**config.mk**
```make
export PLATFORM = sky130hd
export DESIGN_NAME = msfd_fifo
export DESIGN_NICKNAME = d
export VERILOG_FILES = /design/src/hdl/msfd_pkg.sv /design/src/hdl/msfd_fifo.sv
export SDC_FILE = /design/constraint.sdc
export NUM_CORES = 1
export LEC_CHECK = 0
export BUFFER_PORTS_ARGS = -buffer_cell sky130_fd_sc_hd__buf_2
export CORE_AREA = 4 4 160 146
export DETAILED_ROUTE_END_ITERATION = 7
export DIE_AREA = 0 0 164 150
export GPL_ROUTABILITY_DRIVEN = 0
export PLACE_DENSITY = 0.8
export REMOVE_ABC_BUFFERS = 1
export SYNTH_ARGS = -nofsm -noshare
export SYNTH_HDL_FRONTEND = slang
export SYNTH_SLANG_ARGS = --single-unit
```
**constraint.sdc**
```tcl
create_clock -name i_clk -period 4.1 [get_ports i_clk]
set_input_delay 0.615 -clock i_clk [delete_from_list [all_inputs] [get_ports i_clk]]
set_output_delay 0.615 -clock i_clk [all_outputs]
set_load 0.01 [all_outputs]
```
**src/hdl/msfd_pkg.sv**
```systemverilog
// Shared types, constants and the CRC-16/Modbus byte update for the Modbus sensor decoder.
// Used by the front end, queue, back end, top level and testbench; depends on nothing.
package msfd_pkg;

    localparam logic [7:0]  ADDR_ANGLE    = 8'h01;
    localparam logic [7:0]  ADDR_MAX      = 8'h05;
    localparam logic [3:0]  ANGLE_CRC_LO  = 4'd11;
    localparam logic [3:0]  ADC_CRC_LO    = 4'd9;
    localparam logic [3:0]  PAYLOAD_FIRST = 4'd3;
    localparam logic [15:0] CRC_INIT      = 16'hFFFF;
    localparam logic [15:0] CRC_POLY      = 16'hA001;

    localparam logic signed [31:0] GAIN_RESET   = 32'sd15626;
    localparam logic signed [31:0] OFFSET_RESET = 32'sd24556339;

    localparam logic signed [49:0] SAT_MAX = 50'sd2147483647;
    localparam logic signed [49:0] SAT_MIN = -SAT_MAX - 50'sd1;

    localparam int unsigned QUEUE_DEPTH = 2;
    localparam int unsigned QUEUE_AW    = $clog2(QUEUE_DEPTH);

    typedef enum logic [1:0] {
        REG_GAIN_ONE   = 2'd0,
        REG_OFFSET_ONE = 2'd1,
        REG_GAIN_TWO   = 2'd2,
        REG_OFFSET_TWO = 2'd3
    } t_reg_idx;

    typedef struct packed {
        logic [2:0]  slave_address;
        logic        crc_ok;
        logic        is_angle;
        logic [31:0] angle_x_bits;
        logic [31:0] angle_y_bits;
        logic [23:0] raw_one;
        logic [23:0] raw_two;
    } t_frame;

    typedef struct packed {
        logic signed [31:0] gain_one;
        logic signed [31:0] offset_one;
        logic signed [31:0] gain_two;
        logic signed [31:0] offset_two;
    } t_cal;

    function automatic logic [15:0] crc_update(input logic [15:0] crc, input logic [7:0] b);
        logic [15:0] c;
        c = crc ^ {8'h00, b};
        for (int k = 0; k < 8; k++) begin
            if (c[0]) begin
                c = (c >> 1) ^ CRC_POLY;
            end else begin
                c = c >> 1;
            end
        end
        return c;
    endfunction

endpackage

```
**src/hdl/msfd_fifo.sv**
```systemverilog
// Short queue of frame records between the byte front end and the calibration back end.
// Depends on msfd_pkg.
module msfd_fifo (
    input  logic              i_clk,
    input  logic              i_rst_n,
    input  logic              i_push,
    input  msfd_pkg::t_frame  i_frame,
    input  logic              i_pop,
    output msfd_pkg::t_frame  o_frame,
    output logic              o_full,
    output logic              o_empty
);

    // The head of the queue always sits in the first slot; a pop shifts the slots down.
    msfd_pkg::t_frame              r_slot [msfd_pkg::QUEUE_DEPTH];
    msfd_pkg::t_frame              n_slot [msfd_pkg::QUEUE_DEPTH];
    logic [msfd_pkg::QUEUE_AW:0]   r_fill;
    logic [msfd_pkg::QUEUE_AW:0]   w_wr_idx;

    assign o_full   = (r_fill == (msfd_pkg::QUEUE_AW + 1)'(msfd_pkg::QUEUE_DEPTH));
    assign o_empty  = (r_fill == '0);
    assign o_frame  = r_slot[0];
    assign w_wr_idx = i_pop ? (r_fill - 1'b1) : r_fill;

    always_comb begin
        n_slot = r_slot;
        if (i_pop) begin
            for (int i = 0; i + 1 < msfd_pkg::QUEUE_DEPTH; i++) begin
                n_slot[i] = r_slot[i + 1];
            end
        end
        if (i_push) begin
            n_slot[w_wr_idx[msfd_pkg::QUEUE_AW-1:0]] = i_frame;
        end
    end

    always_ff @(posedge i_clk) begin
        r_slot <= n_slot;
    end

    always_ff @(posedge i_clk) begin
        if (!i_rst_n) begin
            r_fill <= '0;
        end else begin
            if (i_push && !i_pop) begin
                r_fill <= r_fill + 1'b1;
            end else if (i_pop && !i_push) begin
                r_fill <= r_fill - 1'b1;
            end
        end
    end

endmodule

```
==> results.toml <==
[sta]
rsz0062_at_grt = "false"
fin_skew_ns = 0.00750
tns_ns = 0
timing.final.ws_setup_ns = 1.69
fmax_mhz = 415
drv_slew = 0
setup_viol = 0
timing.final.crit_share_pct = 58.7
hold_ws_ns = 0.313
worstMarginPinSlew_ns = 0.778
slew-limit-headroom_pct = 48.1
hold_viol = 0
period_minus_slack_ns = 2.41

[logic_synthesis]
synth-seq-cells = 236
synth_cells = 929
avgSynthCellArea_sq_um = 11.3
synth_edf_count = 117
yosys_warnings = 0
async_flop_share_pct = 0
synth_cell_types = 24
synth_flop_cell = "dfxtp_1"
yosys.area.top_type = "edfxtp_1"
netlist.area_leader.share_pct = 33.6
synth_area_leaders = "edfxtp_1, dfxtp_1, o32ai_1"
yosysSeqAreaShare_pct = 56.3
syn_area_sq_um = 10500

[cells_and_area]
layout.nets = 1123
drive_above_1_share_pct = 29.4
seq_area_sq_um = 5900
fillerInstances = 1866
layout.cells.non_filler = 1309
area_growth_syn_to_layout_pct = 11.7
multi_input_area_sq_um = 3240
final_util_pct = 54.2

[setup_path]
regToRegSetupSlack_ns = 2.08
critPathBufInv = 2
crit_path_max_fanout = 58
worstPathCellList = "inv_4, ha_1, buf_2"
max_stage_delay_ns = 0.50
crit_arrival_ns = 1.79
crit_type = "flip-flop to output pin"
cp-end-kind = "output pin"
worstPathRequired_ns = 3.48
startpoint_type = "flip-flop"
path_delay_family = "buffers and inverters"
slowest_stage = "inv_4"

[floorplanning]
io_pins = 240
die_area_sq_um = 24600
initial_core_util_pct = 48.5
fp.dieW_um = 164
die_y_um = 150
coreArea_sq_um = 21600
rows = 51

[placement]
place_inst = 1263
dp_slack_ns = 1.73
dp_hpwl_mm = 15.5
io_buffers = 239

[hold_path]
hold_path_class = "input pin to flip-flop"

[power]
power_leakage_nw = 4.35
powerDensity_nw_per_um2 = 557
ir_worst_vdd_uv = 350

[detailed_routing]
drcViolationCount = 0
drt_pass1_iterations = 5
dr.first_iter.drc_count = 812
routed_wirelength_mm = 26.7
routed_via_density = 6.23
ant_nets = 0
drt-wirelength-per-cell_um = 20.4
vias = 8150

[clocking]
h-tree-depth = 1
insertion_delay_ns = 0.51
cts_buffers = 25
post_cts_resize_count = 0
post_cts_buffers = 0
path_clk_slew_ns = 0.06
hold_buffers = 0
cts_tree = "yes"
root_buffer = "clkbuf_16"
clock_path_buffers = 3
cts.sinks = 236

[grt]
grt_usage_pct = 20.3
grt_max_degree = 118
grt_antenna_before_repair = 3
grt_pass1_vias = 7804
grt_overflow_total = 0
grt_first_pass_wirelength_mm = 41.2

[status]
outcome = "finished, final reports clean"

[job]
cap_violations = 0
-- power by group --
part           total [W]  internal [W]  switching, W
logic            0.00117      0.000498      0.000675
clock network    0.00230       0.00138      0.000921
registers        0.00304       0.00283      0.000208
-- synthesized netlist by cell type, types with 2 or more instances --
cell and instances:
a22oi_1 117, and2_1 5, buf_1 5, buf_2 30
buf_4 123, buf_6 8, clkbuf_1 40, dfxtp_1 119
edfxtp_1 117, ha_1 3, inv_2 2, nor2_1 116
o21ai_0 2, o22ai_1 117, o32ai_1 112, o32ai_2 4
xor2_1 2
-- layout by cell type (no fill, tap or decap), drive strengths merged, types with 2 or more instances in the layout --
| cell type | netlist | routed |
|---|---|---|
| and2 | 5 | 5 |
| edfxtp | 117 | 117 |
| buf | 166 | 249 |
| o32ai | 116 | 116 |
| inv | 3 | 3 |
| xor2 | 2 | 2 |
| bufinv | 0 | 4 |
| nor2 | 116 | 116 |
| a22oi | 117 | 117 |
| o21ai | 2 | 2 |
| ha | 3 | 3 |
| clkbuf | 40 | 30 |
| o22ai | 117 | 117 |
| dfxtp | 119 | 119 |
| clkinv | 0 | 10 |
-- kinds of logic after synthesis --
| kind of cell | after synthesis | synth area share [%] |
|---|---|---|
| adders and majority gates | 3 | 0.359 |
| xor gates and xnor gates | 3 | 0.251 |
| DFF | 236 | 56.3 |
| and+or+nand+nor | 125 | 4.67 |
| AOI/OAI and AO/OA | 353 | 25.5 |
| buffers and inverters | 209 | 12.8 |
-- metrics by stage --
step	cell area [sq um]	total power [W]
2_1_floorplan	9130	0.00373
3_3_place_gp	10900	0.00421
3_5_place_dp	10900	0.00425
4_1_cts	11700	0.00656
5_1_grt	11700	0.00680
6_report	11700	0.00651
-- worst paths after layout --
kind,from,end,cells after the start
max reg2reg,r_fill[0],o_frame[32],3
max,r_fill[0],o_empty,3
min,i_frame[88],flip-flop,1
min reg2reg,flip-flop,o_frame[82],2
-- final cells by class --
type                    count  area share [%]
multi-input cells         484            27.8
diodes                      1          0.0214
well taps                 291            3.12
clock buffers              30            5.51
flip-flops and latches    236            50.4
repair buffers            249            11.4
clock inverters            15            1.57
inverters                   3           0.161
-- metal layers --
layer	up-vias	track usage [%]	part of all wire, %
met3	38	6.14	10
met4	6	4.23	1.6
met2	363	32.0	45
met5	-	0	0.15
li1	3708	-	-
met1	4035	28.1	43
Note: power is estimated with default switching activity, not from simulation.
