<file path="src/hdl/msfd_pkg.sv">
// Shared types, constants and the CRC-16/Modbus byte update for the Modbus sensor decoder.
// Used by the front end, queue, back end, top level and testbench; depends on nothing.
package msfd_pkg;

    localparam logic [7:0]  ADDR_ANGLE    = 8'h01;
    localparam logic [7:0]  ADDR_MAX      = 8'h05;
    localparam logic [3:0]  ANGLE_CRC_LO  = 4'd11;
    localparam logic [3:0]  ADC_CRC_LO    = 4'd9;
    localparam logic [3:0]  PAYLOAD_FIRST = 4'd3;
    localparam logic [15:0] CRC_INIT      = 16'hFFFF;
    localparam logic [15:0] CRC_POLY      = 16'hA001;

    localparam logic signed [31:0] GAIN_RESET   = 32'sd15626;
    localparam logic signed [31:0] OFFSET_RESET = 32'sd24556339;

    localparam logic signed [49:0] SAT_MAX = 50'sd2147483647;
    localparam logic signed [49:0] SAT_MIN = -SAT_MAX - 50'sd1;

    localparam int unsigned QUEUE_DEPTH = 2;
    localparam int unsigned QUEUE_AW    = $clog2(QUEUE_DEPTH);

    typedef enum logic [1:0] {
        REG_GAIN_ONE   = 2'd0,
        REG_OFFSET_ONE = 2'd1,
        REG_GAIN_TWO   = 2'd2,
        REG_OFFSET_TWO = 2'd3
    } t_reg_idx;

    typedef struct packed {
        logic [2:0]  slave_address;
        logic        crc_ok;
        logic        is_angle;
        logic [31:0] angle_x_bits;
        logic [31:0] angle_y_bits;
        logic [23:0] raw_one;
        logic [23:0] raw_two;
    } t_frame;

    typedef struct packed {
        logic signed [31:0] gain_one;
        logic signed [31:0] offset_one;
        logic signed [31:0] gain_two;
        logic signed [31:0] offset_two;
    } t_cal;

    function automatic logic [15:0] crc_update(input logic [15:0] crc, input logic [7:0] b);
        logic [15:0] c;
        c = crc ^ {8'h00, b};
        for (int k = 0; k < 8; k++) begin
            if (c[0]) begin
                c = (c >> 1) ^ CRC_POLY;
            end else begin
                c = c >> 1;
            end
        end
        return c;
    endfunction

endpackage

</file>
<file path="src/hdl/msfd_if.sv">


interface msfd_out_if;
    logic               valid;
    logic               ready;
    logic [2:0]         slave_address;
    logic               crc_ok;
    logic               is_angle;
    logic [31:0]        angle_x_bits;
    logic [31:0]        angle_y_bits;
    logic signed [31:0] channel_one_value;
    logic signed [31:0] channel_two_value;

    modport source (output valid, output slave_address, output crc_ok, output is_angle,
                    output angle_x_bits, output angle_y_bits, output channel_one_value,
                    output channel_two_value, input ready);
    modport sink   (input valid, input slave_address, input crc_ok, input is_angle,
                    input angle_x_bits, input angle_y_bits, input channel_one_value,
                    input channel_two_value, output ready);
endinterface

</file>
<file path="src/hdl/msfd_back.sv">
// Calibration back end: multiply stage, then round, offset and saturate into the result register.
// Depends on msfd_pkg and msfd_out_if; pops frame records from msfd_fifo.
module msfd_back (
    input  logic              i_clk,
    input  logic              i_rst_n,
    input  msfd_pkg::t_cal    i_cal,
    input  logic              i_empty,
    input  msfd_pkg::t_frame  i_frame,
    output logic              o_pop,
    msfd_out_if.source        o_res
);

    function automatic logic signed [31:0] round_sat(input logic signed [55:0] p,
                                                     input logic signed [31:0] off);
        logic signed [57:0] t;
        logic signed [49:0] q;
        t = 58'(p) + (58'(off) <<< 8) + 58'sd128;
        q = 50'(t >>> 8);
        if (q > msfd_pkg::SAT_MAX) begin
            return 32'sh7FFFFFFF;
        end else if (q < msfd_pkg::SAT_MIN) begin
            return 32'sh80000000;
        end
        return q[31:0];
    endfunction

    logic                      r_s1_valid;
    msfd_pkg::t_frame          r_s1_frame;
    logic signed [55:0]        r_prod_one;
    logic signed [55:0]        r_prod_two;
    logic signed [31:0]        r_off_one;
    logic signed [31:0]        r_off_two;
    logic                      r_out_valid;

    logic signed [31:0] w_gain_one;
    logic signed [31:0] w_gain_two;
    logic signed [23:0] w_raw_one;
    logic signed [23:0] w_raw_two;
    logic               w_out_free;
    logic               w_s1_adv;

    assign w_gain_one = i_cal.gain_one;
    assign w_gain_two = i_cal.gain_two;
    assign w_raw_one  = i_frame.raw_one;
    assign w_raw_two  = i_frame.raw_two;
    assign w_out_free = !r_out_valid || o_res.ready;
    assign w_s1_adv   = r_s1_valid && w_out_free;
    assign o_pop      = !i_empty && (!r_s1_valid || w_out_free);
    assign o_res.valid = r_out_valid;

    always_ff @(posedge i_clk) begin
        if (o_pop) begin
            r_s1_frame <= i_frame;
            r_prod_one <= w_gain_one * w_raw_one;
            r_prod_two <= w_gain_two * w_raw_two;
            r_off_one  <= i_cal.offset_one;
            r_off_two  <= i_cal.offset_two;
        end
        if (w_s1_adv) begin
            o_res.slave_address <= r_s1_frame.slave_address;
            o_res.crc_ok        <= r_s1_frame.crc_ok;
            o_res.is_angle      <= r_s1_frame.is_angle;
            o_res.angle_x_bits  <= r_s1_frame.angle_x_bits;
            o_res.angle_y_bits  <= r_s1_frame.angle_y_bits;
            o_res.channel_one_value <= r_s1_frame.is_angle ? 32'sd0 :
                                       round_sat(r_prod_one, r_off_one);
            o_res.channel_two_value <= r_s1_frame.is_angle ? 32'sd0 :
                                       round_sat(r_prod_two, r_off_two);
        end
    end

    always_ff @(posedge i_clk) begin
        if (!i_rst_n) begin
            r_s1_valid  <= 1'b0;
            r_out_valid <= 1'b0;
        end else begin
            if (o_pop) begin
                r_s1_valid <= 1'b1;
            end else if (w_s1_adv) begin
                r_s1_valid <= 1'b0;
            end
            if (w_s1_adv) begin
                r_out_valid <= 1'b1;
            end else if (o_res.ready) begin
                r_out_valid <= 1'b0;
            end
        end
    end

endmodule

</file>
<file path="src/flat_wrapper.sv">
// flat-port wrapper written by rule: the top's interface ports become plain ports
module msfd_back_flat 
  (i_clk, i_rst_n, i_cal, i_empty, i_frame, o_pop, o_res_valid, o_res_slave_address, o_res_crc_ok, o_res_is_angle, o_res_angle_x_bits, o_res_angle_y_bits, o_res_channel_one_value, o_res_channel_two_value, o_res_ready);
  msfd_out_if o_res_i ();
  input  logic i_clk;
  input  logic i_rst_n;
  input  msfd_pkg::t_cal i_cal;
  input  logic i_empty;
  input  msfd_pkg::t_frame i_frame;
  output logic o_pop;
  output wire logic [$bits(o_res_i.valid)-1:0] o_res_valid;
  output wire logic [$bits(o_res_i.slave_address)-1:0] o_res_slave_address;
  output wire logic [$bits(o_res_i.crc_ok)-1:0] o_res_crc_ok;
  output wire logic [$bits(o_res_i.is_angle)-1:0] o_res_is_angle;
  output wire logic [$bits(o_res_i.angle_x_bits)-1:0] o_res_angle_x_bits;
  output wire logic [$bits(o_res_i.angle_y_bits)-1:0] o_res_angle_y_bits;
  output wire logic [$bits(o_res_i.channel_one_value)-1:0] o_res_channel_one_value;
  output wire logic [$bits(o_res_i.channel_two_value)-1:0] o_res_channel_two_value;
  input wire logic [$bits(o_res_i.ready)-1:0] o_res_ready;
  assign o_res_valid = o_res_i.valid;
  assign o_res_slave_address = o_res_i.slave_address;
  assign o_res_crc_ok = o_res_i.crc_ok;
  assign o_res_is_angle = o_res_i.is_angle;
  assign o_res_angle_x_bits = o_res_i.angle_x_bits;
  assign o_res_angle_y_bits = o_res_i.angle_y_bits;
  assign o_res_channel_one_value = o_res_i.channel_one_value;
  assign o_res_channel_two_value = o_res_i.channel_two_value;
  assign o_res_i.ready = o_res_ready;
  msfd_back u_core (.i_clk(i_clk), .i_rst_n(i_rst_n), .i_cal(i_cal), .i_empty(i_empty), .i_frame(i_frame), .o_pop(o_pop), .o_res(o_res_i));
endmodule
</file>
<file path="config.mk">
export PLATFORM = sky130hd
export DESIGN_NAME = msfd_back_flat
export DESIGN_NICKNAME = d
export VERILOG_FILES = /design/src/hdl/msfd_pkg.sv /design/src/hdl/msfd_if.sv /design/src/hdl/msfd_back.sv /design/src/flat_wrapper.sv
export SDC_FILE = /design/constraint.sdc
export NUM_CORES = 2
export LEC_CHECK = 0
export BUFFER_PORTS_ARGS = -buffer_cell sky130_fd_sc_hd__buf_2
export CORE_MARGIN = 2
export CORE_UTILIZATION = 40
export DETAILED_ROUTE_END_ITERATION = 12
export GPL_ROUTABILITY_DRIVEN = 0
export GPL_TIMING_DRIVEN = 0
export MAX_ROUTING_LAYER = met4
export PLACE_DENSITY_LB_ADDON = 0.2
export SLEW_MARGIN = 15
export SYNTH_ARGS = -nofsm -noshare
export SYNTH_HDL_FRONTEND = slang
export SYNTH_SLANG_ARGS = --single-unit
</file>
<file path="constraint.sdc">
create_clock -name i_clk -period 21.7 [get_ports i_clk]
set_input_delay 3.255 -clock i_clk [delete_from_list [all_inputs] [get_ports i_clk]]
set_output_delay 3.255 -clock i_clk [all_outputs]
set_load 0.01 [all_outputs]
</file>
==> impl_metrics.prom <==
# TYPE chip_impl_metric gauge
chip_impl_metric{name="clock_skew",unit="ps"} 32.7
chip_impl_info{name="worstSetupStartpoint",value="i_frame[29]"} 1
chip_impl_metric{name="cts_resized",unit=""} 0
chip_impl_metric{name="floorplan.rows",unit=""} 157
chip_impl_metric{name="regToRegSetupSlack",unit="ps"} 15760
chip_impl_info{name="hold_removal_path_class",value="register to register"} 1
chip_impl_metric{name="synth_cells",unit=""} 7408
chip_impl_metric{name="count_of_buffer_and_inverter_cells_on_the_critical_path",unit=""} 5
chip_impl_metric{name="cts_inserted_buffers",unit=""} 43
chip_impl_metric{name="clk_pin_slew_worst_paths",unit="ps"} 60
chip_impl_metric{name="hpwlAfterDp",unit="um"} 203000
chip_impl_metric{name="final_design_area_no_fill",unit="sq um"} 80000
chip_impl_info{name="regToRegStartpoint",value="u_core.r_prod_one[8]$_DFFE_PP_"} 1
chip_impl_metric{name="finalHoldViolations",unit=""} 0
chip_impl_metric{name="grt_overflow",unit=""} 0
chip_impl_info{name="worst_setup_path_endpoint",value="u_core.r_prod_one[54]$_DFFE_PP_"} 1
chip_impl_metric{name="routed_via_density",unit=""} 5.23
chip_impl_metric{name="syn_area",unit="sq um"} 73200
chip_impl_info{name="yosysTopAreaCell",value="sky130_fd_sc_hd__fa_1"} 1
chip_impl_metric{name="final_period_minus_worst_setup_slack",unit="ps"} 12790
chip_impl_metric{name="syn_nets",unit=""} 9613
chip_impl_metric{name="rr_worst_depth",unit=""} 17
chip_impl_metric{name="detailroute.via_count",unit=""} 53839
chip_impl_metric{name="synth_top_cell_area_share",unit=""} 0.428
chip_impl_metric{name="synth-compound-area-share",unit=""} 0.0710
chip_impl_metric{name="critical_path_required",unit="ps"} 22010
chip_impl_metric{name="setup_total_negative_slack",unit="ps"} 0
chip_impl_metric{name="dieHeight",unit="um"} 432
chip_impl_info{name="most_area_consuming_cells_after_synthesis",value="sky130_fd_sc_hd__fa_1 43%, sky130_fd_sc_hd__edfxtp_1 15%, sky130_fd_sc_hd__inv_1 8.1%"} 1
chip_impl_info{name="crit_path_top_cell_by_count",value="sky130_fd_sc_hd__fa_1"} 1
chip_impl_metric{name="starting_density_of_the_core",unit=""} 0.401
chip_impl_metric{name="cap_viol_max_count",unit=""} 0
chip_impl_metric{name="grt_antenna_before_repair",unit=""} 30
chip_impl_metric{name="synth_xor_area_frac",unit=""} 0.0275
chip_impl_metric{name="port_buffers",unit=""} 383
chip_impl_metric{name="drive_gt1_frac",unit=""} 0.0798
chip_impl_metric{name="async_flop_share",unit=""} 0
chip_impl_metric{name="core_region_area",unit="sq um"} 182000
chip_impl_metric{name="routed_wirelength",unit="um"} 236000
chip_impl_metric{name="placedInstanceArea",unit="sq um"} 78600
chip_impl_metric{name="timing.final.setup_violations",unit=""} 0
chip_impl_metric{name="cts_hold_buf",unit=""} 0
chip_impl_metric{name="grt_util_all_layers",unit=""} 0.263
chip_impl_metric{name="dieWidth",unit="um"} 432
chip_impl_metric{name="clock_sinks",unit=""} 366
chip_impl_metric{name="synth_cell_types",unit=""} 116
chip_impl_info{name="most-common-layout-cells",value="1573 x sky130_fd_sc_hd__inv_1, 1566 x sky130_fd_sc_hd__fa_1, 877 x sky130_fd_sc_hd__nand2_1"} 1
chip_impl_metric{name="drt_first_pass_iters",unit=""} 6
chip_impl_info{name="worstReg2RegEnd",value="u_core.o_res.channel_one_value[29]$_SDFFCE_PP0P_"} 1
chip_impl_metric{name="place_worst_setup_slack",unit="ps"} 8420
chip_impl_metric{name="yosys_warnings",unit=""} 0
chip_impl_metric{name="slew_viol_final",unit=""} 0
chip_impl_info{name="synth_top_family_by_area",value="adder cells"} 1
chip_impl_metric{name="final_worst_slack",unit="ps"} 8910
chip_impl_info{name="rsz0062_at_grt",value="false"} 1
chip_impl_metric{name="design.die.area",unit="sq um"} 187000
chip_impl_metric{name="num-nets-final",unit=""} 10057
chip_impl_info{name="path_delay_family",value="adder cells"} 1
chip_impl_info{name="end_kind",value="register"} 1
chip_impl_metric{name="drtAntennaViolNets",unit=""} 0
chip_impl_metric{name="avgSynthCellArea",unit="sq um"} 9.89
chip_impl_info{name="outcome",value="finished clean"} 1
chip_impl_info{name="synth_ff_type",value="sky130_fd_sc_hd__edfxtp_1"} 1
chip_impl_info{name="clockRootBuffer",value="sky130_fd_sc_hd__clkbuf_16"} 1
chip_impl_metric{name="synthMuxAreaShare",unit=""} 0.00111
chip_impl_metric{name="tightest_slew",unit="ps"} 1250
chip_impl_metric{name="post_cts_buffers",unit=""} 0
chip_impl_metric{name="simple_gate_share_of_the_synthesized_area",unit=""} 0.156
chip_impl_metric{name="synth_adder_area_share",unit=""} 0.495
chip_impl_metric{name="arrival",unit="ps"} 13100
chip_impl_info{name="timing.setup.critical_path_class",value="input port to register"} 1
chip_impl_metric{name="synth_seq_area_share",unit=""} 0.150
chip_impl_metric{name="grt_first_pass_wirelength",unit="um"} 356000
chip_impl_metric{name="critical_path.max_stage_delay",unit="ps"} 950
chip_impl_metric{name="worst_skew_pair.late_latency",unit="ps"} 590
chip_impl_metric{name="io-pin-count",unit=""} 384
chip_impl_metric{name="cts_max_path_buffers",unit=""} 3
chip_impl_metric{name="synth_enable_flop_cells",unit=""} 364
chip_impl_metric{name="max_freq",unit="MHz"} 78.2
chip_impl_metric{name="syn_to_final_growth",unit="%"} 9.17
chip_impl_metric{name="grt_start_max_net_pins",unit=""} 31
chip_impl_metric{name="synth.ff_latch_count",unit=""} 366
chip_impl_metric{name="routedWlPerCell",unit="um"} 22.9
chip_impl_info{name="worst_path_max_delay_cell",value="sky130_fd_sc_hd__clkbuf_1"} 1
chip_impl_metric{name="critical_path.max_fanout",unit=""} 10
chip_impl_metric{name="timing.final.crit_share",unit=""} 0.589
chip_impl_info{name="worst_setup_path_start_kind",value="input port"} 1
chip_impl_metric{name="drt_first_iter_violations",unit=""} 3907
chip_impl_metric{name="grt_pass1_vias",unit=""} 57037
chip_impl_metric{name="worstSetupPathDepth",unit=""} 28
chip_impl_metric{name="maxSlewHeadroom",unit=""} 0.167
chip_impl_info{name="cts_tree",value="yes"} 1
chip_impl_metric{name="cts_htree_levels",unit=""} 2
chip_impl_info{name="mostFrequentLayoutCell",value="sky130_fd_sc_hd__inv_1"} 1
chip_impl_metric{name="number_of_design_rule_violations_left_after_detail_routing",unit=""} 0
[stage by stage]
stage | hold WS [ps] | utilization | cells
2_1_floorplan | 400 | - | 7408
3_3_place_gp | 400 | 0.428 | 10176
3_5_place_dp | 405 | 0.430 | 10192
4_1_cts | 418 | 0.438 | 10268
5_1_grt | 423 | 0.438 | 10286
6_report | 415 | 0.438 | 10296
[state kept, by name, summed over array words and instances, names as in the netlist, 3 cells and up]
name                            count
u_core.o_res.angle_x_bits          32
u_core.r_off_two                   32
u_core.o_res.channel_two_value     32
u_core.o_res.channel_one_value     32
u_core.r_s1_frame                  69
u_core.r_off_one                   32
u_core.r_prod_two                  49
u_core.o_res.slave_address          3
u_core.r_prod_one                  49
u_core.o_res.angle_y_bits          32
[final cells by class]
class,count,area [sq um]
Fill cell,17705,103000
Multi-Input combinational cell,5130,55000
Sequential cell,366,11000
Inverter,1574,5910
Tap cell,2385,2980
Timing Repair Buffer,399,2300
Buffer,338,1400
Clock buffer,46,1090
Clock inverter,30,250
Antenna cell,28,70.1
[logic make-up after synthesis]
| group | Yosys count |
|---|---|
| AOI/OAI and AO/OA | 693 |
| xor gates and xnor gates | 230 |
| muxes | 8 |
| DFF | 366 |
| buffers and inverters | 1912 |
| adders and majority gates | 1956 |
| and+or+nand+nor | 2243 |
[per-layer routing]
layer	global-route usage	share of wire	vias to the layer above
li1	-	-	23637
met1	0.337	0.41	27520
met2	0.402	0.46	2197
met3	0.0567	0.085	485
met4	0.115	0.051	0
met5	-	0	-
[worst register-to-register path, cell delays in order, from the launching register on]
cell,delay (ps)
sky130_fd_sc_hd__edfxtp_1,410
sky130_fd_sc_hd__ha_1,240
sky130_fd_sc_hd__fa_1,440
sky130_fd_sc_hd__a211oi_2,380
sky130_fd_sc_hd__o211ai_1,180
sky130_fd_sc_hd__and2_1,240
sky130_fd_sc_hd__a31oi_2,440
sky130_fd_sc_hd__xnor2_1,220
sky130_fd_sc_hd__nand3_1,210
sky130_fd_sc_hd__nor4_2,580
sky130_fd_sc_hd__nor4b_1,640
sky130_fd_sc_hd__nor3b_1,350
sky130_fd_sc_hd__nand3_1,140
sky130_fd_sc_hd__xnor2_1,240
sky130_fd_sc_hd__nand4_1,180
sky130_fd_sc_hd__nor3_4,440
sky130_fd_sc_hd__buf_6,240
sky130_fd_sc_hd__o22ai_2,100
[synth_stat cells (9+ instances only)]
cell type / instances
sky130_fd_sc_hd__a211oi_1: 25
sky130_fd_sc_hd__a21o_1: 87
sky130_fd_sc_hd__a21oi_1: 164
sky130_fd_sc_hd__a221oi_1: 9
sky130_fd_sc_hd__a31oi_1: 24
sky130_fd_sc_hd__and2_1: 737
sky130_fd_sc_hd__and3_1: 47
sky130_fd_sc_hd__and4_1: 18
sky130_fd_sc_hd__buf_2: 15
sky130_fd_sc_hd__buf_6: 13
sky130_fd_sc_hd__clkbuf_1: 304
sky130_fd_sc_hd__edfxtp_1: 364
sky130_fd_sc_hd__fa_1: 1566
sky130_fd_sc_hd__ha_1: 390
sky130_fd_sc_hd__inv_1: 1573
sky130_fd_sc_hd__nand2_1: 877
sky130_fd_sc_hd__nand2b_1: 37
sky130_fd_sc_hd__nand3_1: 70
sky130_fd_sc_hd__nand3b_1: 9
sky130_fd_sc_hd__nand4_1: 33
sky130_fd_sc_hd__nor2_1: 218
sky130_fd_sc_hd__nor2b_1: 28
sky130_fd_sc_hd__nor3_1: 61
sky130_fd_sc_hd__nor3b_1: 11
sky130_fd_sc_hd__nor4_1: 15
sky130_fd_sc_hd__o211ai_1: 15
sky130_fd_sc_hd__o21a_1: 42
sky130_fd_sc_hd__o21ai_0: 83
sky130_fd_sc_hd__o21ai_1: 14
sky130_fd_sc_hd__o21bai_1: 26
sky130_fd_sc_hd__o22ai_2: 30
sky130_fd_sc_hd__o31ai_1: 11
sky130_fd_sc_hd__o31ai_2: 27
sky130_fd_sc_hd__or2_2: 12
sky130_fd_sc_hd__or3_1: 15
sky130_fd_sc_hd__xnor2_1: 147
sky130_fd_sc_hd__xor2_1: 83
[worst min-delay path by stage]
stage                                          startpoint                                 endpoint  cells past startpoint
after global placement    u_core.r_s1_frame[65]$_DFFE_PP_  u_core.o_res.angle_y_bits[17]$_DFFE_PP_                      0
final                     u_core.r_s1_frame[57]$_DFFE_PP_   u_core.o_res.angle_y_bits[9]$_DFFE_PP_                      0
after CTS                 u_core.r_s1_frame[70]$_DFFE_PP_  u_core.o_res.angle_y_bits[22]$_DFFE_PP_                      0
after floorplan           u_core.r_s1_frame[80]$_DFFE_PP_   u_core.o_res.angle_x_bits[0]$_DFFE_PP_                      0
after global routing      u_core.r_s1_frame[56]$_DFFE_PP_   u_core.o_res.angle_y_bits[8]$_DFFE_PP_                      0
after detailed placement  u_core.r_s1_frame[79]$_DFFE_PP_  u_core.o_res.angle_y_bits[31]$_DFFE_PP_                      0
Power is left out: the tool's default activity adds up to more than one toggle a clock period on the data nets, which glitch-free logic cannot reach.
