[src/hdl/msfd_pkg.sv]
// Shared types, constants and the CRC-16/Modbus byte update for the Modbus sensor decoder.
// Used by the front end, queue, back end, top level and testbench; depends on nothing.
package msfd_pkg;

    localparam logic [7:0]  ADDR_ANGLE    = 8'h01;
    localparam logic [7:0]  ADDR_MAX      = 8'h05;
    localparam logic [3:0]  ANGLE_CRC_LO  = 4'd11;
    localparam logic [3:0]  ADC_CRC_LO    = 4'd9;
    localparam logic [3:0]  PAYLOAD_FIRST = 4'd3;
    localparam logic [15:0] CRC_INIT      = 16'hFFFF;
    localparam logic [15:0] CRC_POLY      = 16'hA001;

    localparam logic signed [31:0] GAIN_RESET   = 32'sd15626;
    localparam logic signed [31:0] OFFSET_RESET = 32'sd24556339;

    localparam logic signed [49:0] SAT_MAX = 50'sd2147483647;
    localparam logic signed [49:0] SAT_MIN = -SAT_MAX - 50'sd1;

    localparam int unsigned QUEUE_DEPTH = 2;
    localparam int unsigned QUEUE_AW    = $clog2(QUEUE_DEPTH);

    typedef enum logic [1:0] {
        REG_GAIN_ONE   = 2'd0,
        REG_OFFSET_ONE = 2'd1,
        REG_GAIN_TWO   = 2'd2,
        REG_OFFSET_TWO = 2'd3
    } t_reg_idx;

    typedef struct packed {
        logic [2:0]  slave_address;
        logic        crc_ok;
        logic        is_angle;
        logic [31:0] angle_x_bits;
        logic [31:0] angle_y_bits;
        logic [23:0] raw_one;
        logic [23:0] raw_two;
    } t_frame;

    typedef struct packed {
        logic signed [31:0] gain_one;
        logic signed [31:0] offset_one;
        logic signed [31:0] gain_two;
        logic signed [31:0] offset_two;
    } t_cal;

    function automatic logic [15:0] crc_update(input logic [15:0] crc, input logic [7:0] b);
        logic [15:0] c;
        c = crc ^ {8'h00, b};
        for (int k = 0; k < 8; k++) begin
            if (c[0]) begin
                c = (c >> 1) ^ CRC_POLY;
            end else begin
                c = c >> 1;
            end
        end
        return c;
    endfunction

endpackage

[src/hdl/msfd_if.sv]
// Valid/ready channel interfaces for received bytes and decoded frame results.
// Depends on nothing.
interface msfd_in_if;
    logic       valid;
    logic       ready;
    logic [7:0] rx_byte;
    logic       frame_start;

    modport source (output valid, output rx_byte, output frame_start, input ready);
    modport sink   (input valid, input rx_byte, input frame_start, output ready);
endinterface


[src/hdl/msfd_front.sv]
// Byte front end: frame tracking, running CRC, payload capture and kept angles.
// Depends on msfd_pkg and msfd_in_if; pushes one frame record per completed frame.
module msfd_front (
    input  logic              i_clk,
    input  logic              i_rst_n,
    msfd_in_if.sink           i_rx,
    input  logic              i_full,
    output logic              o_push,
    output msfd_pkg::t_frame  o_frame
);

    logic        r_active;
    logic [3:0]  r_count;
    logic [15:0] r_crc;
    logic [7:0]  r_addr;
    logic [63:0] r_shift;
    logic [7:0]  r_crc_lo;
    logic [31:0] r_angle_x;
    logic [31:0] r_angle_y;

    logic        w_acc;
    logic        w_angle;
    logic [3:0]  w_crc_lo_pos;
    logic        w_ok;
    logic        w_addr_valid;
    logic        w_take_angle;
    logic        w_take_adc;

    assign i_rx.ready = !i_full;
    assign w_acc      = i_rx.valid && i_rx.ready;

    always_comb begin
        w_angle      = (r_addr == msfd_pkg::ADDR_ANGLE);
        w_crc_lo_pos = w_angle ? msfd_pkg::ANGLE_CRC_LO : msfd_pkg::ADC_CRC_LO;
        w_ok         = (r_crc_lo == r_crc[7:0]) && (i_rx.rx_byte == r_crc[15:8]);
        w_addr_valid = (i_rx.rx_byte != 8'h00) && (i_rx.rx_byte <= msfd_pkg::ADDR_MAX);
        w_take_angle = w_angle && w_ok;
        w_take_adc   = !w_angle && w_ok;
        o_push       = w_acc && !i_rx.frame_start && r_active &&
                       (r_count == (w_crc_lo_pos + 4'd1));

        o_frame.slave_address = r_addr[2:0];
        o_frame.crc_ok        = w_ok;
        o_frame.is_angle      = w_angle;
        o_frame.angle_x_bits  = w_take_angle ? r_shift[63:32] : r_angle_x;
        o_frame.angle_y_bits  = w_take_angle ? r_shift[31:0] : r_angle_y;
        o_frame.raw_one       = w_take_adc ? r_shift[47:24] : 24'h000000;
        o_frame.raw_two       = w_take_adc ? r_shift[23:0] : 24'h000000;
    end

    always_ff @(posedge i_clk) begin
        if (!i_rst_n) begin
            r_active  <= 1'b0;
            r_count   <= 4'd0;
            r_crc     <= msfd_pkg::CRC_INIT;
            r_addr    <= 8'h00;
            r_shift   <= 64'h0;
            r_crc_lo  <= 8'h00;
            r_angle_x <= 32'h0;
            r_angle_y <= 32'h0;
        end else if (w_acc) begin
            if (i_rx.frame_start) begin
                r_addr   <= i_rx.rx_byte;
                r_active <= w_addr_valid;
                r_shift  <= 64'h0;
                r_crc_lo <= 8'h00;
                if (w_addr_valid) begin
                    r_crc   <= msfd_pkg::crc_update(msfd_pkg::CRC_INIT, i_rx.rx_byte);
                    r_count <= 4'd1;
                end else begin
                    r_crc   <= msfd_pkg::CRC_INIT;
                    r_count <= 4'd0;
                end
            end else if (r_active) begin
                if (r_count < w_crc_lo_pos) begin
                    r_crc <= msfd_pkg::crc_update(r_crc, i_rx.rx_byte);
                    if (r_count >= msfd_pkg::PAYLOAD_FIRST) begin
                        r_shift <= {r_shift[55:0], i_rx.rx_byte};
                    end
                    r_count <= r_count + 4'd1;
                end else if (r_count == w_crc_lo_pos) begin
                    r_crc_lo <= i_rx.rx_byte;
                    r_count  <= r_count + 4'd1;
                end else begin
                    if (w_take_angle) begin
                        r_angle_x <= r_shift[63:32];
                        r_angle_y <= r_shift[31:0];
                    end
                    r_active <= 1'b0;
                    r_count  <= 4'd0;
                end
            end
        end
    end

endmodule

[src/flat_wrapper.sv]
// flat-port wrapper written by rule: the top's interface ports become plain ports
module msfd_front_flat 
  (i_clk, i_rst_n, i_full, o_push, o_frame, i_rx_valid, i_rx_rx_byte, i_rx_frame_start, i_rx_ready);
  msfd_in_if i_rx_i ();
  input  logic i_clk;
  input  logic i_rst_n;
  input  logic i_full;
  output logic o_push;
  output msfd_pkg::t_frame o_frame;
  input wire logic [$bits(i_rx_i.valid)-1:0] i_rx_valid;
  input wire logic [$bits(i_rx_i.rx_byte)-1:0] i_rx_rx_byte;
  input wire logic [$bits(i_rx_i.frame_start)-1:0] i_rx_frame_start;
  output wire logic [$bits(i_rx_i.ready)-1:0] i_rx_ready;
  assign i_rx_i.valid = i_rx_valid;
  assign i_rx_i.rx_byte = i_rx_rx_byte;
  assign i_rx_i.frame_start = i_rx_frame_start;
  assign i_rx_ready = i_rx_i.ready;
  msfd_front u_core (.i_clk(i_clk), .i_rst_n(i_rst_n), .i_rx(i_rx_i), .i_full(i_full), .o_push(o_push), .o_frame(o_frame));
endmodule
[config.mk]
export PLATFORM = sky130hd
export DESIGN_NAME = msfd_front_flat
export DESIGN_NICKNAME = d
export VERILOG_FILES = /design/src/hdl/msfd_pkg.sv /design/src/hdl/msfd_if.sv /design/src/hdl/msfd_front.sv /design/src/flat_wrapper.sv
export SDC_FILE = /design/constraint.sdc
export NUM_CORES = 1
export LEC_CHECK = 0
export ABC_AREA = 1
export ABC_CLOCK_PERIOD_IN_PS = 3600
export BUFFER_PORTS_ARGS = -buffer_cell sky130_fd_sc_hd__buf_2
export CAP_MARGIN = 10
export CORE_ASPECT_RATIO = 0.8
export CORE_MARGIN = 2
export CORE_UTILIZATION = 45
export CTS_CLUSTER_SIZE = 40
export DETAILED_ROUTE_END_ITERATION = 16
export HOLD_SLACK_MARGIN = 0.05
export PLACE_DENSITY_LB_ADDON = 0.1
export SYNTH_ARGS = -nofsm -noshare
export SYNTH_HDL_FRONTEND = slang
export SYNTH_SLANG_ARGS = --single-unit
[constraint.sdc]
create_clock -name i_clk -period 3.6 [get_ports i_clk]
set_input_delay 1.08 -clock i_clk [delete_from_list [all_inputs] [get_ports i_clk]]
set_output_delay 1.08 -clock i_clk [all_outputs]
set_load 0.005 [all_outputs]
==> results of run 1 <==
critical path, stage by stage:
cell       delay [ns]
buf_8            0.11
xnor2_4          0.18
nand3_2          0.12
nor4_4           0.29
nand2_2          0.14
nor2_4           0.12
buf_12           0.17
buf_12           0.12
clkbuf_16        0.18
nand2_4          0.06
nand2_2          0.06
buf_2            0.10
layer usage:
metal / wire length, um / vias up / part of all wire [%]
met4: 302 / 0 / 1.2
li1: - / 4480 / -
met2: 11200 / 218 / 44
met5: 0 / - / 0
met1: 12500 / 3971 / 49
met3: 1260 / 28 / 5.0
power by group through the flow:
stage / combinational [mW] / sequential [mW] / clock [mW]
finish: 0.283 / 1.89 / 1.80
global route: 0.316 / 1.89 / 1.91
CTS: 0.275 / 1.89 / 1.83
detailed placement: 0.265 / 1.93 / 0
global placement: 0.263 / 1.93 / 0
floorplan: 0.185 / 1.92 / 0
registers in the layout (all words and copies together), names as in the netlist:
signal	flops
u_core.r_crc	16
u_core.r_addr	8
u_core.r_active	1
u_core.r_angle_x	32
u_core.r_angle_y	32
u_core.r_crc_lo	8
u_core.r_shift	64
u_core.r_count	4
stage by stage:
step                      TNS (ns)  area (um2)  hold WS (ns)
after floorplan                  0        8750         0.449
after global placement      -13.49        9810         0.471
after detailed placement    -15.62        9810         0.470
after CTS                    -9.35       10700         0.482
after global routing        -24.91       11200         0.503
final                       -15.30       11200         0.478
cell usage after synthesis, types with 3 or more instances:
cell type  number
nand2_1       344
clkbuf_1       34
nand3_1        79
a211oi_1       40
nand4_1        19
nor4_1          5
ha_1            8
a21oi_1        92
inv_1         146
xnor2_1        10
xor2_1          3
buf_4          12
nand2_2        62
o211ai_1        6
buf_2          26
o21ai_0        28
nor2_1        196
dfxtp_1       165
nand3_2        10
o221ai_1        3
inv_2          10
buf_12          5
o22ai_1         6
final timing paths:
path | startpoint | end | slack [ns] | cells past startpoint
worst max-delay path | i_rx_rx_byte[1] | o_frame[93] | -0.22 | 12
worst min-delay path | u_core.r_shift[59]$_SDFFE_PN0P_ | u_core.r_shift[59]$_SDFFE_PN0P_ | 0.48 | 2
worst max register to register | u_core.r_addr[0]$_SDFFE_PN0P_ | u_core.r_shift[43]$_SDFFE_PN0P_ | 0.63 | 13
worst min register to register | u_core.r_shift[59]$_SDFFE_PN0P_ | u_core.r_shift[59]$_SDFFE_PN0P_ | 0.48 | 2
cells by family after synthesis:
group	count (synthesis)	share of synthesized area (%)
AO/OA/AOI/OAI	178	11.9
XOR/XNOR	13	1.30
adder cells (fa/ha/maj)	8	1.14
flip-flops	165	37.7
AND/OR/NAND/NOR	723	35.7
buffers and inverters	237	12.2
what timing repair did:
item                                    CTS  global route
endpoints found under the setup margin  112           113
buffers inserted                          4             9
gates cloned                              4             5
resized for setup                        47           103
pin swaps                                 5            28
final cells by class:
cell class              instances  area (um2)  share of cell area, %
multi-input cells             922        4820                   42.9
flip-flops and latches        165        3300                   29.4
repair buffers                206        1590                   14.2
inverters                     158         612                   5.45
clock buffers                  17         425                   3.79
well taps                     258         323                   2.88
clock inverters                15         146                   1.30
==> flow_summary.json, run 1 <==
{
  "ctsRootBufferMaster": "clkbuf_16",
  "synth-edff-count": 0,
  "start_kind": "primary input",
  "rows": 45,
  "timing.final.crit_share_pct": 106,
  "worst_pin_slew_ns": 0.676,
  "ctsHoldBuffers": 0,
  "grtUsageTotal_pct": 23.5,
  "synthToLayoutAreaGrowth_pct": 28.3,
  "h-tree-depth": 4,
  "drt.antenna.violating_nets": 0,
  "routed_wl_mm": 25.3,
  "layout_min_cycle_time_ns": 3.82,
  "dpl.cell_count": 1689,
  "fin_cells": 1741,
  "cts.sinks": 165,
  "start_util_pct": 46.0,
  "worstSetupPathType": "in -> out",
  "power_mw": 3.97,
  "slew_headroom_pct": 55.0,
  "synth_fp_nets": 1345,
  "p_leak_nw": 5.82,
  "cts_buffers": 17,
  "antenna_found_initial": 0,
  "grt_max_degree": 65,
  "clkLatencyLatePin_ns": 0.43,
  "fin_util_pct": 59.0,
  "avgViaCountPerCell": 5.00,
  "finClkSkew_ns": 0.00949,
  "violations": "negative setup slack",
  "drt_iter0_drc": 732,
  "finalHoldViolations": 0,
  "net-switching-power_mw": 1.05,
  "pwr-share-clk_pct": 45.3,
  "die_w_um": 160,
  "pwr-share-comb_pct": 7.1,
  "final_nets": 1491,
  "cap_violations": 0,
  "globalRouteMet2Util_pct": 36.3,
  "grt_overflow_total": 0,
  "grt_pass1_vias": 7494,
  "drive_gt1_share_pct": 28.1,
  "final_common_cell": "nand2_1",
  "ys.flop_type": "dfxtp_1",
  "met1_usage_pct": 34.2,
  "fp.dieH_um": 129,
  "synth_area_leaders": "dfxtp_1 (38%), nand2_1 (15%), nor2_1 (8.4%), inv_1 (6.3%), a21oi_1 (5.3%)",
  "min_path_type": "reg -> reg",
  "nFillCells": 1846,
  "die-area_um2": 20600,
  "yosysSeqAreaShare_pct": 37.7,
  "grt_pass1_wl_mm": 38.9,
  "fin_ws_ns": -0.221,
  "irDropWorstVdd_v": 0.000269,
  "dp_slack_ns": -0.220,
  "synth-seq-cells": 165,
  "worst-endpoint-arrival_ns": 2.74,
  "setup_viol": 112,
  "mostFrequentLayoutCells": "nand2_1 (276), nor2_1 (179), dfxtp_1 (165), inv_1 (146), buf_2 (123)",
  "portBuffers": 131,
  "clk_pin_slew_ns": 0.07,
  "hpwl_mm": 15.9,
  "synth.avg_cell_area_um2": 6.61,
  "clockBufferDepth": 2,
  "antenna_cells": 0,
  "syn_inst": 1324,
  "synth_top_area_cell": "dfxtp_1",
  "yosysTopAreaCellShare_pct": 37.7,
  "top_usage_layer": "met2",
  "swShare_pct": 26.5,
  "grt_use_met3_pct": 4.26,
  "gp_congestion": 0.880,
  "ys.warnings.count": 0,
  "boundaryPins": 132,
  "dr.pass1.iters": 8,
  "rsz0062_at_grt": "true",
  "num_vias": 8697,
  "crit_path_end_kind": "output pin",
  "status": "complete, but fails checks",
  "power_density_nw_per_um2": 354,
  "cts_tree": "built",
  "async_flop_share_pct": 0,
  "drc_errors": 0,
  "max_freq_mhz": 262,
  "slew_viol_final": 0,
  "required_ns": 2.52,
  "crit_fanout": 8,
  "wl_per_cell_um": 14.5,
  "internal-power_mw": 2.92,
  "synth.distinct_cells": 34,
  "synthesis.area_um2": 8750,
  "power_frac_seq_pct": 47.6,
  "coreArea_um2": 19000
}
Note: power is estimated with default switching activity, not from simulation.
==> run 2: changes to the inputs <==
- SETUP_SLACK_MARGIN: unset -> 0.3
==> run 2 against run 1 <==
  * The run still ends with negative setup slack left
  * Non-clock buffer count rose by 14
  * Final cell count rose by 0.80%
  * Core utilization fell by 0.33 points
  * Register-to-register slack improved by 0.24 ns
  * Critical path depth did not move
  * Clock power rose by 3%
  * Via count barely moved
  * Setup slack improved by 0.045 ns
  * Largest cell class unchanged
==> flow_summary.json, run 2 (synthesis gave the netlist of run 1 again) <==
{
  "top_register": "u_core.r_shift",
  "cts.sinks": 165,
  "dp_slack_ns": -0.215,
  "drc_errors": 0,
  "num_vias": 8694,
  "start_util_pct": 46.0,
  "boundaryPins": 132,
  "reg2reg_from": "u_core.r_addr[0]$_SDFFE_PN0P_",
  "hpwl_mm": 16.3,
  "antenna_found_initial": 0,
  "place_area_um2": 9940,
  "reg2reg_depth": 13,
  "dpl.cell_count": 1704,
  "worstSetupPathType": "in -> out",
  "top_regs": "u_core.r_shift x64, u_core.r_angle_x x32, u_core.r_angle_y x32",
  "synthToLayoutAreaGrowth_pct": 27.5,
  "antenna_cells": 0,
  "wl_per_cell_um": 13.9,
  "setup_viol": 112,
  "fin_cells": 1755,
  "dr.pass1.iters": 5,
  "routed_wl_mm": 24.4,
  "min-delay-start": "u_core.r_crc_lo[4]$_SDFFE_PN0P_",
  "crit_path_end_kind": "output pin",
  "avgViaCountPerCell": 4.95,
  "p_leak_nw": 5.67,
  "drive_gt1_share_pct": 27.2,
  "status": "complete, but fails checks",
  "mostFrequentLayoutCells": "nand2_1 (314), nor2_1 (169), dfxtp_1 (165), inv_1 (144), buf_2 (117)",
  "nFillCells": 1907,
  "irDropWorstVdd_v": 0.000275,
  "fin_ws_ns": -0.176,
  "start_kind": "primary input",
  "power_mw": 4.02,
  "rows": 45,
  "post-route-cell-area_um2": 11200,
  "clk_pin_slew_ns": 0.07,
  "cap_violations": 0,
  "slew_headroom_pct": 58.8,
  "fp.dieH_um": 129,
  "final_common_cell": "nand2_1",
  "die-area_um2": 20600,
  "cts_buffers": 17,
  "drt_iter0_drc": 684,
  "worst_pin_slew_ns": 0.618,
  "regToRegEndpoint": "u_core.r_shift[43]$_SDFFE_PN0P_",
  "ctsRootBufferMaster": "clkbuf_16",
  "finalHoldViolations": 0,
  "grt_pass1_vias": 7537,
  "grt_max_degree": 87,
  "portBuffers": 131,
  "timing.final.crit_share_pct": 105,
  "rsz0062_at_grt": "true",
  "cts_tree": "built",
  "setup_tns_ns": -10.67,
  "coreArea_um2": 19000,
  "finClkSkew_ns": 0.0140,
  "largest_reg_flops": 64,
  "max_freq_mhz": 265,
  "grt_pass1_wl_mm": 38.5,
  "whs_path_depth": 2,
  "worst-endpoint-arrival_ns": 2.70,
  "clockBufferDepth": 2,
  "h-tree-depth": 4,
  "required_ns": 2.52,
  "path_cells": "buf_4 -> inv_1 -> nand2_1 -> nand3_1 -> nor4_2 -> nand2_2 -> nor2_4 -> buf_12 -> buf_4 -> nand2_2 -> nand2_1 -> buf_2",
  "drt.antenna.violating_nets": 0,
  "gp_congestion": 0.901,
  "cpPeakStageDelay_ns": 0.33,
  "die_w_um": 160,
  "crit_slowest_cell": "nor4_2",
  "crit_fanout": 9,
  "grt_overflow_total": 0,
  "final_nets": 1505,
  "slew_viol_final": 0,
  "power_density_nw_per_um2": 360,
  "clkLatencyLatePin_ns": 0.44,
  "grtUsageTotal_pct": 23.1,
  "r2r_slack_ns": 0.87,
  "min_path_type": "reg -> reg",
  "holdPathEnd": "u_core.r_crc_lo[4]$_SDFFE_PN0P_",
  "layout_min_cycle_time_ns": 3.78,
  "violations": "negative setup slack"
}
[run 2: cell types whose count changed in the layout (fill, tap and decap cells not counted), sizes merged]
cell / before / now
clkinv: 7 / 5
clkbuf: 21 / 19
inv: 163 / 164
buf: 202 / 218
clkinvlp: 2 / 3
[run 2: routing by layer]
metal	vias up	GRT usage, %	routed length (um)
met5	-	0	0
met4	0	6.09	293
met3	31	4.35	1090
met2	187	35.4	10800
met1	3978	33.6	12200
li1	4498	-	-
[run 2: worst max path at each step]
stage | slack (ns) | startpoint | to | depth (start not counted)
after floorplan | 0.31 | i_rx_rx_byte[4] | o_frame[28] | 9
after global routing | -0.25 | i_rx_rx_byte[1] | o_frame[78] | 11
after global placement | -0.18 | i_rx_rx_byte[4] | o_frame[77] | 11
after CTS | -0.16 | i_rx_rx_byte[1] | o_frame[96] | 11
after detailed placement | -0.22 | i_rx_rx_byte[4] | o_frame[77] | 11
final | -0.18 | i_rx_rx_byte[0] | o_frame[77] | 12
[run 2: power by group]
group	leakage [nW]	switching [mW]	total, mW	internal, mW
Clock	0.281	0.867	1.85	0.983
Combinational	4.05	0.185	0.280	0.0953
Sequential	1.34	0.0337	1.89	1.86
Total	5.67	1.09	4.02	2.93
[run 2: worst max-delay path, delay by kind of cell]
| family | cells | cell delay [ns] |
|---|---|---|
| simple gates | 7 | 1.00 |
| buf+inv | 5 | 0.61 |
[run 2: final cells by class]
type / count / area [um2] / share of cell area, %
inverters: 158 / 598 / 5.36
flip-flops and latches: 165 / 3300 / 29.6
clock inverters: 15 / 163 / 1.46
repair buffers: 220 / 1640 / 14.7
multi-input cells: 922 / 4710 / 42.2
well taps: 258 / 323 / 2.89
clock buffers: 17 / 425 / 3.81
[run 2: timing repair]
action                     4_1_cts  5_1_grt
gates resized for setup         61       54
pin swaps                       19        7
hold buffers                     0        0
buffers inserted                14        1
gates cloned                     1        3
setup endpoints to repair      114      114
[run 2: through the flow]
step	hold WS (ns)	util (%)
floorplan	0.449	-
detailed placement	0.469	52.2
global placement	0.467	52.2
finish	0.484	58.6
global route	0.502	58.6
CTS	0.488	57.3
